### src/sv/cpwm_pkg.sv
// Shared types, constants and compare arithmetic for the complementary PWM generator.
package cpwm_pkg;

  localparam int COUNT_W  = 16;  // timer count and compare width
  localparam int FRAC_W   = 16;  // Q1.15 duty field width
  localparam int FRAC_BITS = 15; // fractional bits of the duty
  localparam int DEAD_W   = 7;   // dead-time counter width
  localparam int STEP_W   = 17;  // signed compare step width
  localparam int PROD_W   = COUNT_W + FRAC_W;
  localparam int CFG_IDX_W  = 4;
  localparam int CFG_DATA_W = 16;
  localparam int IN_DATA_W  = 40;
  localparam int OUT_DATA_W = 40;
  localparam int MODE_W     = 3;

  localparam logic [COUNT_W-1:0] TOP_RST     = 16'd24000;
  localparam logic [DEAD_W-1:0]  DEAD_RST    = 7'd0;
  localparam logic [FRAC_W-1:0]  MIN_RST     = 16'd0;
  localparam logic [FRAC_W-1:0]  MAX_RST     = 16'd32768;
  localparam logic [COUNT_W-1:0] COMPARE_RST = 16'd12000;

  // cycles needed to rebuild the limit products after a register write
  localparam logic [1:0] SETTLE_CYCLES = 2'd2;

  typedef enum logic [MODE_W-1:0] {
    MODE_TICK  = 3'd0,
    MODE_DUTY  = 3'd1,
    MODE_STEP  = 3'd2,
    MODE_START = 3'd3,
    MODE_STOP  = 3'd4
  } mode_t;

  typedef enum logic [CFG_IDX_W-1:0] {
    CFG_PERIOD_TOP  = 4'd0,
    CFG_DEAD_CLOCKS = 4'd1,
    CFG_MIN_DUTY    = 4'd2,
    CFG_MAX_DUTY    = 4'd3
  } cfg_idx_t;

  // configuration and derived limits seen by the datapath
  typedef struct packed {
    logic [COUNT_W-1:0] top;
    logic [DEAD_W-1:0]  dead;
    logic [FRAC_W-1:0]  duty_floor;
    logic [FRAC_W-1:0]  duty_ceil;
    logic [PROD_W-1:0]  prod_min;   // duty floor * top
    logic [PROD_W-1:0]  prod_max;   // duty ceiling * top
    logic [COUNT_W-1:0] cmp_min;    // compare for set duty at the duty floor
    logic [COUNT_W-1:0] cmp_max;    // compare for set duty at the duty ceiling
    logic               settled;
  } cpwm_cfg_t;

  // scale a duty product to a compare count, saturated to top
  function automatic logic [COUNT_W-1:0] sat_compare(input logic [PROD_W-1:0] prod,
                                                     input logic [COUNT_W-1:0] top);
    logic [PROD_W-FRAC_BITS-1:0] q;
    q = prod[PROD_W-1:FRAC_BITS];
    if (q > (PROD_W-FRAC_BITS)'(top)) return top;
    return q[COUNT_W-1:0];
  endfunction

endpackage

### src/sv/cpwm_cfg.sv
// Configuration registers and precomputed duty-limit products.
module cpwm_cfg import cpwm_pkg::*; (
  input  logic                  clk,
  input  logic                  rst_n,
  input  logic                  wr_en,
  input  logic [CFG_IDX_W-1:0]  wr_index,
  input  logic [CFG_DATA_W-1:0] wr_data,
  output cpwm_cfg_t             cfg
);

  logic [COUNT_W-1:0] top_r;
  logic [DEAD_W-1:0]  dead_r;
  logic [FRAC_W-1:0]  min_r, max_r;
  logic [PROD_W-1:0]  prod_min_r, prod_max_r;
  logic [COUNT_W-1:0] cmp_min_r, cmp_max_r;
  logic [1:0]         settle_r, settle_nxt;
  logic [PROD_W-1:0]  prod_lo, prod_hi;

  // register writes
  always_ff @(posedge clk) begin
    if (!rst_n) begin
      top_r  <= TOP_RST;
      dead_r <= DEAD_RST;
      min_r  <= MIN_RST;
      max_r  <= MAX_RST;
    end else if (wr_en) begin
      unique case (wr_index)
        CFG_PERIOD_TOP:  top_r  <= wr_data[COUNT_W-1:0];
        CFG_DEAD_CLOCKS: dead_r <= wr_data[DEAD_W-1:0];
        CFG_MIN_DUTY:    min_r  <= wr_data[FRAC_W-1:0];
        CFG_MAX_DUTY:    max_r  <= wr_data[FRAC_W-1:0];
        default: ;
      endcase
    end
  end

  // duty clamp of a limit itself: a min above max ends up at max, and the reverse
  always_comb begin
    prod_lo = (min_r > max_r) ? prod_max_r : prod_min_r;
    prod_hi = (max_r < min_r) ? prod_min_r : prod_max_r;
  end

  // stage 1: limit products, stage 2: limit compares
  always_ff @(posedge clk) begin
    prod_min_r <= top_r * min_r;
    prod_max_r <= top_r * max_r;
    cmp_min_r  <= sat_compare(prod_lo, top_r);
    cmp_max_r  <= sat_compare(prod_hi, top_r);
  end

  // hold off items until both stages reflect the current registers
  always_comb begin
    settle_nxt = settle_r;
    if (wr_en) settle_nxt = SETTLE_CYCLES;
    else if (settle_r != 2'd0) settle_nxt = settle_r - 2'd1;
  end

  always_ff @(posedge clk) begin
    if (!rst_n) settle_r <= SETTLE_CYCLES;
    else        settle_r <= settle_nxt;
  end

  always_comb begin
    cfg.top        = top_r;
    cfg.dead       = dead_r;
    cfg.duty_floor = min_r;
    cfg.duty_ceil  = max_r;
    cfg.prod_min   = prod_min_r;
    cfg.prod_max   = prod_max_r;
    cfg.cmp_min    = cmp_min_r;
    cfg.cmp_max    = cmp_max_r;
    cfg.settled    = (settle_r == 2'd0);
  end

endmodule

### src/sv/cpwm_core.sv
// Timer state, compare update and dead-time gate logic, one item per cycle while fire is high.
module cpwm_core import cpwm_pkg::*; (
  input  logic                clk,
  input  logic                rst_n,
  input  cpwm_cfg_t           cfg,
  input  logic                fire,
  input  mode_t               mode,
  input  logic [FRAC_W-1:0]   duty_fraction,
  input  logic [STEP_W-1:0]   step_delta,
  output logic                high_gate,
  output logic                low_gate,
  output logic [COUNT_W-1:0]  counter_value,
  output logic                counting_down,
  output logic [COUNT_W-1:0]  compare_readback,
  output logic                outputs_enabled
);

  localparam int T_W = COUNT_W + 2;           // shadow plus signed step
  localparam int S_W = T_W + FRAC_BITS + 1;   // scaled step with headroom

  logic [COUNT_W-1:0] count_r, count_nxt;
  logic               down_r, down_nxt;
  logic [COUNT_W-1:0] shadow_r, shadow_nxt;
  logic [COUNT_W-1:0] active_r, active_nxt;
  logic               ref_prev_r, ref_prev_nxt;
  logic [DEAD_W-1:0]  dead_r, dead_nxt;
  logic               high_r, high_nxt;
  logic               low_r, low_nxt;
  logic               drive_r, drive_nxt;

  logic [COUNT_W-1:0] t_count, t_active;
  logic               t_down, t_ref;
  logic [FRAC_W-1:0]  target;
  logic [PROD_W-1:0]  duty_prod;
  logic [COUNT_W-1:0] duty_cmp, step_cmp;
  logic signed [T_W-1:0] step_sum;
  logic signed [S_W-1:0] scaled;

  // counter advance with turnaround and compare reload
  always_comb begin
    t_count  = count_r;
    t_down   = down_r;
    t_active = active_r;
    if (!down_r) begin
      if (count_r >= cfg.top) begin
        t_down   = 1'b1;
        t_count  = (cfg.top != '0) ? cfg.top - 1'b1 : '0;
        t_active = shadow_r;
      end else begin
        t_count = count_r + 1'b1;
      end
    end else begin
      if (count_r == '0) begin
        t_down   = 1'b0;
        t_count  = (cfg.top != '0) ? COUNT_W'(1) : '0;
        t_active = shadow_r;
      end else begin
        t_count = count_r - 1'b1;
      end
    end
    t_ref = t_count < t_active;
  end

  // set duty: clamp, scale by top, saturate
  always_comb begin
    if (duty_fraction < cfg.duty_floor)     target = cfg.duty_floor;
    else if (duty_fraction > cfg.duty_ceil) target = cfg.duty_ceil;
    else                                    target = duty_fraction;
    duty_prod = cfg.top * target;
    duty_cmp  = sat_compare(duty_prod, cfg.top);
  end

  // step: limit test against precomputed products, then clamp to 0..top
  always_comb begin
    step_sum = $signed({2'b00, shadow_r}) + $signed({step_delta[STEP_W-1], step_delta});
    scaled   = $signed({step_sum[T_W-1], step_sum, {FRAC_BITS{1'b0}}});
    if (scaled < $signed((S_W)'(cfg.prod_min)))      step_cmp = cfg.cmp_min;
    else if (scaled > $signed((S_W)'(cfg.prod_max))) step_cmp = cfg.cmp_max;
    else if (step_sum < 0)                           step_cmp = '0;
    else if (step_sum > $signed({2'b00, cfg.top}))   step_cmp = cfg.top;
    else                                             step_cmp = step_sum[COUNT_W-1:0];
  end

  // next state for the item in hand
  always_comb begin
    count_nxt    = count_r;
    down_nxt     = down_r;
    shadow_nxt   = shadow_r;
    active_nxt   = active_r;
    ref_prev_nxt = ref_prev_r;
    dead_nxt     = dead_r;
    high_nxt     = high_r;
    low_nxt      = low_r;
    drive_nxt    = drive_r;
    if (fire) begin
      unique case (mode)
        MODE_TICK: begin
          count_nxt    = t_count;
          down_nxt     = t_down;
          active_nxt   = t_active;
          ref_prev_nxt = t_ref;
          if (t_ref != ref_prev_r) begin
            // reference edge: both gates off and dead time starts; with zero dead time the gates follow at once
            high_nxt = 1'b0;
            low_nxt  = 1'b0;
            dead_nxt = cfg.dead;
            if (cfg.dead == '0) begin
              high_nxt = t_ref;
              low_nxt  = !t_ref;
            end
          end else if (dead_r != '0) begin
            dead_nxt = dead_r - 1'b1;
            if (dead_r == DEAD_W'(1)) begin
              high_nxt = t_ref;
              low_nxt  = !t_ref;
            end
          end else begin
            high_nxt = t_ref;
            low_nxt  = !t_ref;
          end
        end
        MODE_DUTY:  shadow_nxt = duty_cmp;
        MODE_STEP:  shadow_nxt = step_cmp;
        MODE_START: drive_nxt  = 1'b1;
        MODE_STOP:  drive_nxt  = 1'b0;
        default: ;
      endcase
    end
  end

  always_ff @(posedge clk) begin
    if (!rst_n) begin
      count_r    <= '0;
      down_r     <= 1'b0;
      shadow_r   <= COMPARE_RST;
      active_r   <= COMPARE_RST;
      ref_prev_r <= 1'b0;
      dead_r     <= '0;
      high_r     <= 1'b0;
      low_r      <= 1'b0;
      drive_r    <= 1'b0;
    end else begin
      count_r    <= count_nxt;
      down_r     <= down_nxt;
      shadow_r   <= shadow_nxt;
      active_r   <= active_nxt;
      ref_prev_r <= ref_prev_nxt;
      dead_r     <= dead_nxt;
      high_r     <= high_nxt;
      low_r      <= low_nxt;
      drive_r    <= drive_nxt;
    end
  end

  // result reflects state after the item
  always_comb begin
    high_gate        = drive_nxt & high_nxt;
    low_gate         = drive_nxt & low_nxt;
    counter_value    = count_nxt;
    counting_down    = down_nxt;
    compare_readback = shadow_nxt;
    outputs_enabled  = drive_nxt;
  end

endmodule

### src/sv/complementary_pwm_deadtime_generator_top.sv
// Top level of the center-aligned complementary PWM generator with dead time.
// Takes one item per clock unless the result sink stalls or the configuration is
// settling, and returns one result item per input item. An accepted item waits in
// the input register; the combinational datapath then loads the result register as
// soon as that register can take the item, and out_tvalid rises with that load. The
// longest path is the set-duty 16x16 multiply with its clamp and saturation.
// After reset and after every configuration write, in_tready stays low while
// the duty-limit products and compares are rebuilt.
// Configuration writes are always taken (cfg_ready is high).
module complementary_pwm_deadtime_generator_top import cpwm_pkg::*; (
  input  logic                  clk,
  input  logic                  rst_n,
  input  logic                  in_tvalid,
  output logic                  in_tready,
  input  logic [IN_DATA_W-1:0]  in_tdata,   // [15:0] duty_fraction, [32:16] step_delta
  input  logic [MODE_W-1:0]     in_tuser,   // [2:0] mode
  output logic                  out_tvalid,
  input  logic                  out_tready,
  // [0] high_gate, [1] low_gate, [17:2] counter_value, [18] counting_down,
  // [34:19] compare_readback, [35] outputs_enabled
  output logic [OUT_DATA_W-1:0] out_tdata,
  input  logic                  cfg_valid,
  output logic                  cfg_ready,
  input  logic [CFG_IDX_W-1:0]  cfg_index,
  input  logic [CFG_DATA_W-1:0] cfg_data
);

  cpwm_cfg_t           cfg;
  logic                in_valid_r, in_valid_nxt;
  logic [MODE_W-1:0]   mode_r;
  logic [FRAC_W-1:0]   duty_r;
  logic [STEP_W-1:0]   step_r;
  logic                out_valid_r, out_valid_nxt;
  logic [OUT_DATA_W-1:0] out_data_r;
  logic                advance, fire, in_accept;

  logic               r_high, r_low, r_down, r_en;
  logic [COUNT_W-1:0] r_count, r_cmp;

  assign cfg_ready = 1'b1;

  cpwm_cfg u_cfg (
    .clk      (clk),
    .rst_n    (rst_n),
    .wr_en    (cfg_valid & cfg_ready),
    .wr_index (cfg_index),
    .wr_data  (cfg_data),
    .cfg      (cfg)
  );

  // handshake: when settled, input register refills once the result register is free
  always_comb begin
    advance   = !out_valid_r || out_tready;
    fire      = in_valid_r && advance;
    in_tready = cfg.settled && (!in_valid_r || advance);
    in_accept = in_tvalid && in_tready;
    in_valid_nxt  = in_accept ? 1'b1 : (fire ? 1'b0 : in_valid_r);
    out_valid_nxt = fire ? 1'b1 : (out_tready ? 1'b0 : out_valid_r);
  end

  always_ff @(posedge clk) begin
    if (!rst_n) begin
      in_valid_r  <= 1'b0;
      out_valid_r <= 1'b0;
    end else begin
      in_valid_r  <= in_valid_nxt;
      out_valid_r <= out_valid_nxt;
    end
  end

  // input payload register
  always_ff @(posedge clk) begin
    if (in_accept) begin
      mode_r <= in_tuser;
      duty_r <= in_tdata[FRAC_W-1:0];
      step_r <= in_tdata[FRAC_W+STEP_W-1:FRAC_W];
    end
  end

  cpwm_core u_core (
    .clk              (clk),
    .rst_n            (rst_n),
    .cfg              (cfg),
    .fire             (fire),
    .mode             (mode_t'(mode_r)),
    .duty_fraction    (duty_r),
    .step_delta       (step_r),
    .high_gate        (r_high),
    .low_gate         (r_low),
    .counter_value    (r_count),
    .counting_down    (r_down),
    .compare_readback (r_cmp),
    .outputs_enabled  (r_en)
  );

  // result register
  always_ff @(posedge clk) begin
    if (fire) begin
      out_data_r <= {4'b0000, r_en, r_cmp, r_down, r_count, r_low, r_high};
    end
  end

  assign out_tvalid = out_valid_r;
  assign out_tdata  = out_data_r;

endmodule

### config.mk
export PLATFORM = sky130hd
export DESIGN_NAME = complementary_pwm_deadtime_generator_top
export DESIGN_NICKNAME = d
export VERILOG_FILES = /design/src/sv/cpwm_pkg.sv /design/src/sv/cpwm_cfg.sv /design/src/sv/cpwm_core.sv /design/src/sv/complementary_pwm_deadtime_generator_top.sv
export SDC_FILE = /design/constraint.sdc
export NUM_CORES = 2
export LEC_CHECK = 0
export ABC_CLOCK_PERIOD_IN_PS = 20500
export BUFFER_PORTS_ARGS = -buffer_cell sky130_fd_sc_hd__clkbuf_2
export CAP_MARGIN = 5
export CORE_ASPECT_RATIO = 1.5
export CORE_MARGIN = 2
export CORE_UTILIZATION = 55
export CTS_BUF_LIST = sky130_fd_sc_hd__clkbuf_8
export DETAILED_ROUTE_END_ITERATION = 7
export HOLD_SLACK_MARGIN = 0.08
export MAX_ROUTING_LAYER = met4
export PLACE_DENSITY = 0.72
export SLEW_MARGIN = 20
export SYNTH_ARGS = -nofsm -noshare
export SYNTH_HDL_FRONTEND = slang
export SYNTH_SLANG_ARGS = --single-unit
### constraint.sdc
create_clock -name clk -period 20.5 [get_ports clk]
set_clock_uncertainty 0.15 [all_clocks]
set_input_delay 1.025 -clock clk [delete_from_list [all_inputs] [get_ports clk]]
set_output_delay 1.025 -clock clk [all_outputs]
set_load 0.01 [all_outputs]
==> impl_results.md <==
- Drt wl/cell: about 22 um
- XOR/XNOR share of the synthesized area: 0.02282
- Chip width: roughly 230 um
- DRT Pass-1 Iters: 8
- Area of the mapped netlist: around 41000 um^2
- Post-synthesis sequential area ratio: 0.1574
- Combinational share of power: 0.473
- Clock power frac: 0.243
- Most Frequent Cell on Critical Path: fa_1
- Hold Vio Cnt, Final: 0
- Setup bufs post-CTS: 0
- HPWL after detailed placement: around 94 mm
- Post-layout min period: 12850 ps
- NumNets Final: about 5800
- Nature of the critical path startpoint: register
- Cts bufs inserted: between 40 and 50
- Number of I/O pins: ~110
- Post-Route WL: between 100 and 150 mm
- Synth Area in Simple Gates: 0.1537
- Netlist cell types: 87
- CTS clk-pin slew, worst paths: 70 ps
- Flop pwr share: 0.284
- Endpoint class of the critical path: register
- CTS Hold Bufs: 0
- Drt drc: 0
- Cell Rows: 122
- Crit-path max cell delay: between 900 and 1000 ps
- CP Data Required Time: approximately 21000 ps
- CTS tree: done
- FF/Latch Area: 6485 um^2
- Pins over their slew limit: 0
- Area delta synth->final: 5.858%
- Setup violations, final: 0
- Core box area: about 74000 um^2
- Cells after synthesis: around 4700
- H-Tree Depth: 2
- Post-cts resize count: 0
- Die Y: approximately 340 um
- RSZ-0062 raised after global routing: no
- F_max: 77.82 MHz
- Relative slew slack: 0.2490
- Clock Tree Root: clkbuf_8
- Most frequent cells in the layout: inv_1, nand2_1, fa_1, ha_1, nor2_1
- Die area: approximately 77000 um^2
- Vias in the first global route: between 30000 and 40000
- Mux share of post-synthesis cell area: 0.03199
- First-pass GRT wire length: just under 200 mm
- Multi-input logic area: a little over 30000 um^2
- Design Area, Final: 43480 um^2
- Pin count of the biggest net entering global routing: 68
- Most common cell after layout, fill and taps aside: inv_1
- Gr ovfl total: 0
- Slew @ Worst Pin: between 1000 and 1500 ps
- Initial Util: 0.5559
- Fin util: 0.5885
- Synth Area in Adders: 0.4385
- Ys Warns: 0
- Worst vdd ir: approximately 0.063 mV
- Worst skew pair latency: ~700 ps
- Post-route ant nets: 0
- Switching power: 927.3 uW
- GPL Wtd Cong: 0.9737
- Routed vias: between 30000 and 40000
- Avg Cell Area, Syn: between 8 and 9 um^2
- Final worst-path cycle share: 0.6268
- Hold Crit Class: register to register
- Post-synth top flop: dfxtp_1
- Switch share: 0.4234
- Fin Setup TNS: 0 ps
- Worst EP arrival: between 10000 and 15000 ps
- Crit-path slowest cell: dfxtp_1
- Compound-cell area share of the yosys netlist: 0.09987
- Placed Area: ~43000 um^2
- DR vias/cell: ~6
- Cell Int Power: 1263 uW
- Leak Pwr: between 0.02 and 0.025 uW
- GR Util All Layers: 0.3412
- 1st-iter DRT viols: 2411
- Max_cap viols: 0
- Largest family of logic cells by synthesized area: adder cells
- Synthesized flop and latch total: ~290
- Status: complete, no violations
- Post-synth EDFFs: 72
- Async SR Flop Fraction: 0
- Clock sinks: 287
- Worst hold slack: 327.0 ps
- Clk buf depth: 3
- Layout cells sized above 1: 0.06983
- Crit path kind: register to register
- # fillers: approximately 6600
- Crit path max fanout: 17
- Initial antenna violation count: 1
- Port Buf Inserts: 98
- Pwr/cell area: 50.38 nW/um^2
## flip-flops by register name, indices dropped and copies added (netlist names), 17 cells and up
signal	flops
out_tdata	36
u_cfg.prod_max_r	32
u_cfg.prod_min_r	32
step_r	17
## final cells by class
type,instances,area share
inverters,803,0.06933
diodes,1,0.00005756
clock inverters,38,0.006936
repair buffers,171,0.02389
multi-input cells,3380,0.7072
flip-flops and latches,287,0.1492
well taps,992,0.02855
clock buffers,47,0.01488
## Yosys cell counts (all sizes together) (50+ instances only)
cell | instances | area, um^2
a21o | 78 | 585.6
a21oi | 156 | 788.3
and2 | 138 | 863.3
clkbuf | 191 | 716.9
dfxtp | 215 | 4304
edfxtp | 72 | 2162
fa | 582 | 11650
ha | 508 | 6356
inv | 794 | 2980
mux2i | 84 | 844.6
nand2 | 698 | 2620
nor2 | 363 | 1363
o211ai | 50 | 375.4
o21ai | 127 | 635.6
xnor2 | 80 | 700.7
## final timing paths
path                                   startpoint                         endpoint  slack [ps]  cells past startpoint
setup / recovery      u_cfg.max_r[6]$_SDFFE_PN0P_          out_tdata[32]$_DFFE_PP_        7650                     37
hold / removal    u_core.active_r[0]$_SDFFE_PN0P_  u_core.active_r[0]$_SDFFE_PN0P_         330                      2
setup reg to reg      u_cfg.max_r[6]$_SDFFE_PN0P_          out_tdata[32]$_DFFE_PP_        7650                     37
hold reg to reg   u_core.active_r[0]$_SDFFE_PN0P_  u_core.active_r[0]$_SDFFE_PN0P_         330                      2
## metrics by stage
step,setup slack [ps],cells,power (uW)
after global placement,8095,5633,1635
final,7650,5719,2190
after floorplan,9384,4697,1337
after CTS,7927,5718,2187
after detailed placement,7938,5633,1649
after global routing,7150,5719,2337
## critical path: cells and delay by family, from the launching register on
kind / cells / cell delay (ps)
adder cells (fa/ha/maj): 9 / 4180
AND/OR/NAND/NOR: 8 / 1550
multiplexers: 2 / 970
flip-flops: 1 / 930
buffers and inverters: 6 / 850
AO/OA/AOI/OAI: 12 / 3900
## power by group through the flow
stage	Sequential [uW]	Clock, uW	Combinational [uW]
2_1_floorplan	623	0	714
3_3_place_gp	634	0	1000
3_5_place_dp	634	0	1010
4_1_cts	622	539	1030
5_1_grt	624	558	1160
6_report	622	531	1040
## layer usage
metal / track usage / part of all wire / vias to the layer above
met2: 0.5601 / 0.48 / 1451
met4: 0.2625 / 0.097 / 0
met3: 0.05894 / 0.077 / 586
met1: 0.3630 / 0.35 / 16476
li1: - / - / 14995
met5: - / 0 / -
## logic make-up after synthesis
family	Yosys count
flops	287
other cells	2
compound gates	623
xor+xnor	107
simple gates	1430
buf+inv	1030
mux	125
fa+ha+maj	1090
No activity file was read; power rests on OpenSTA's default activity.
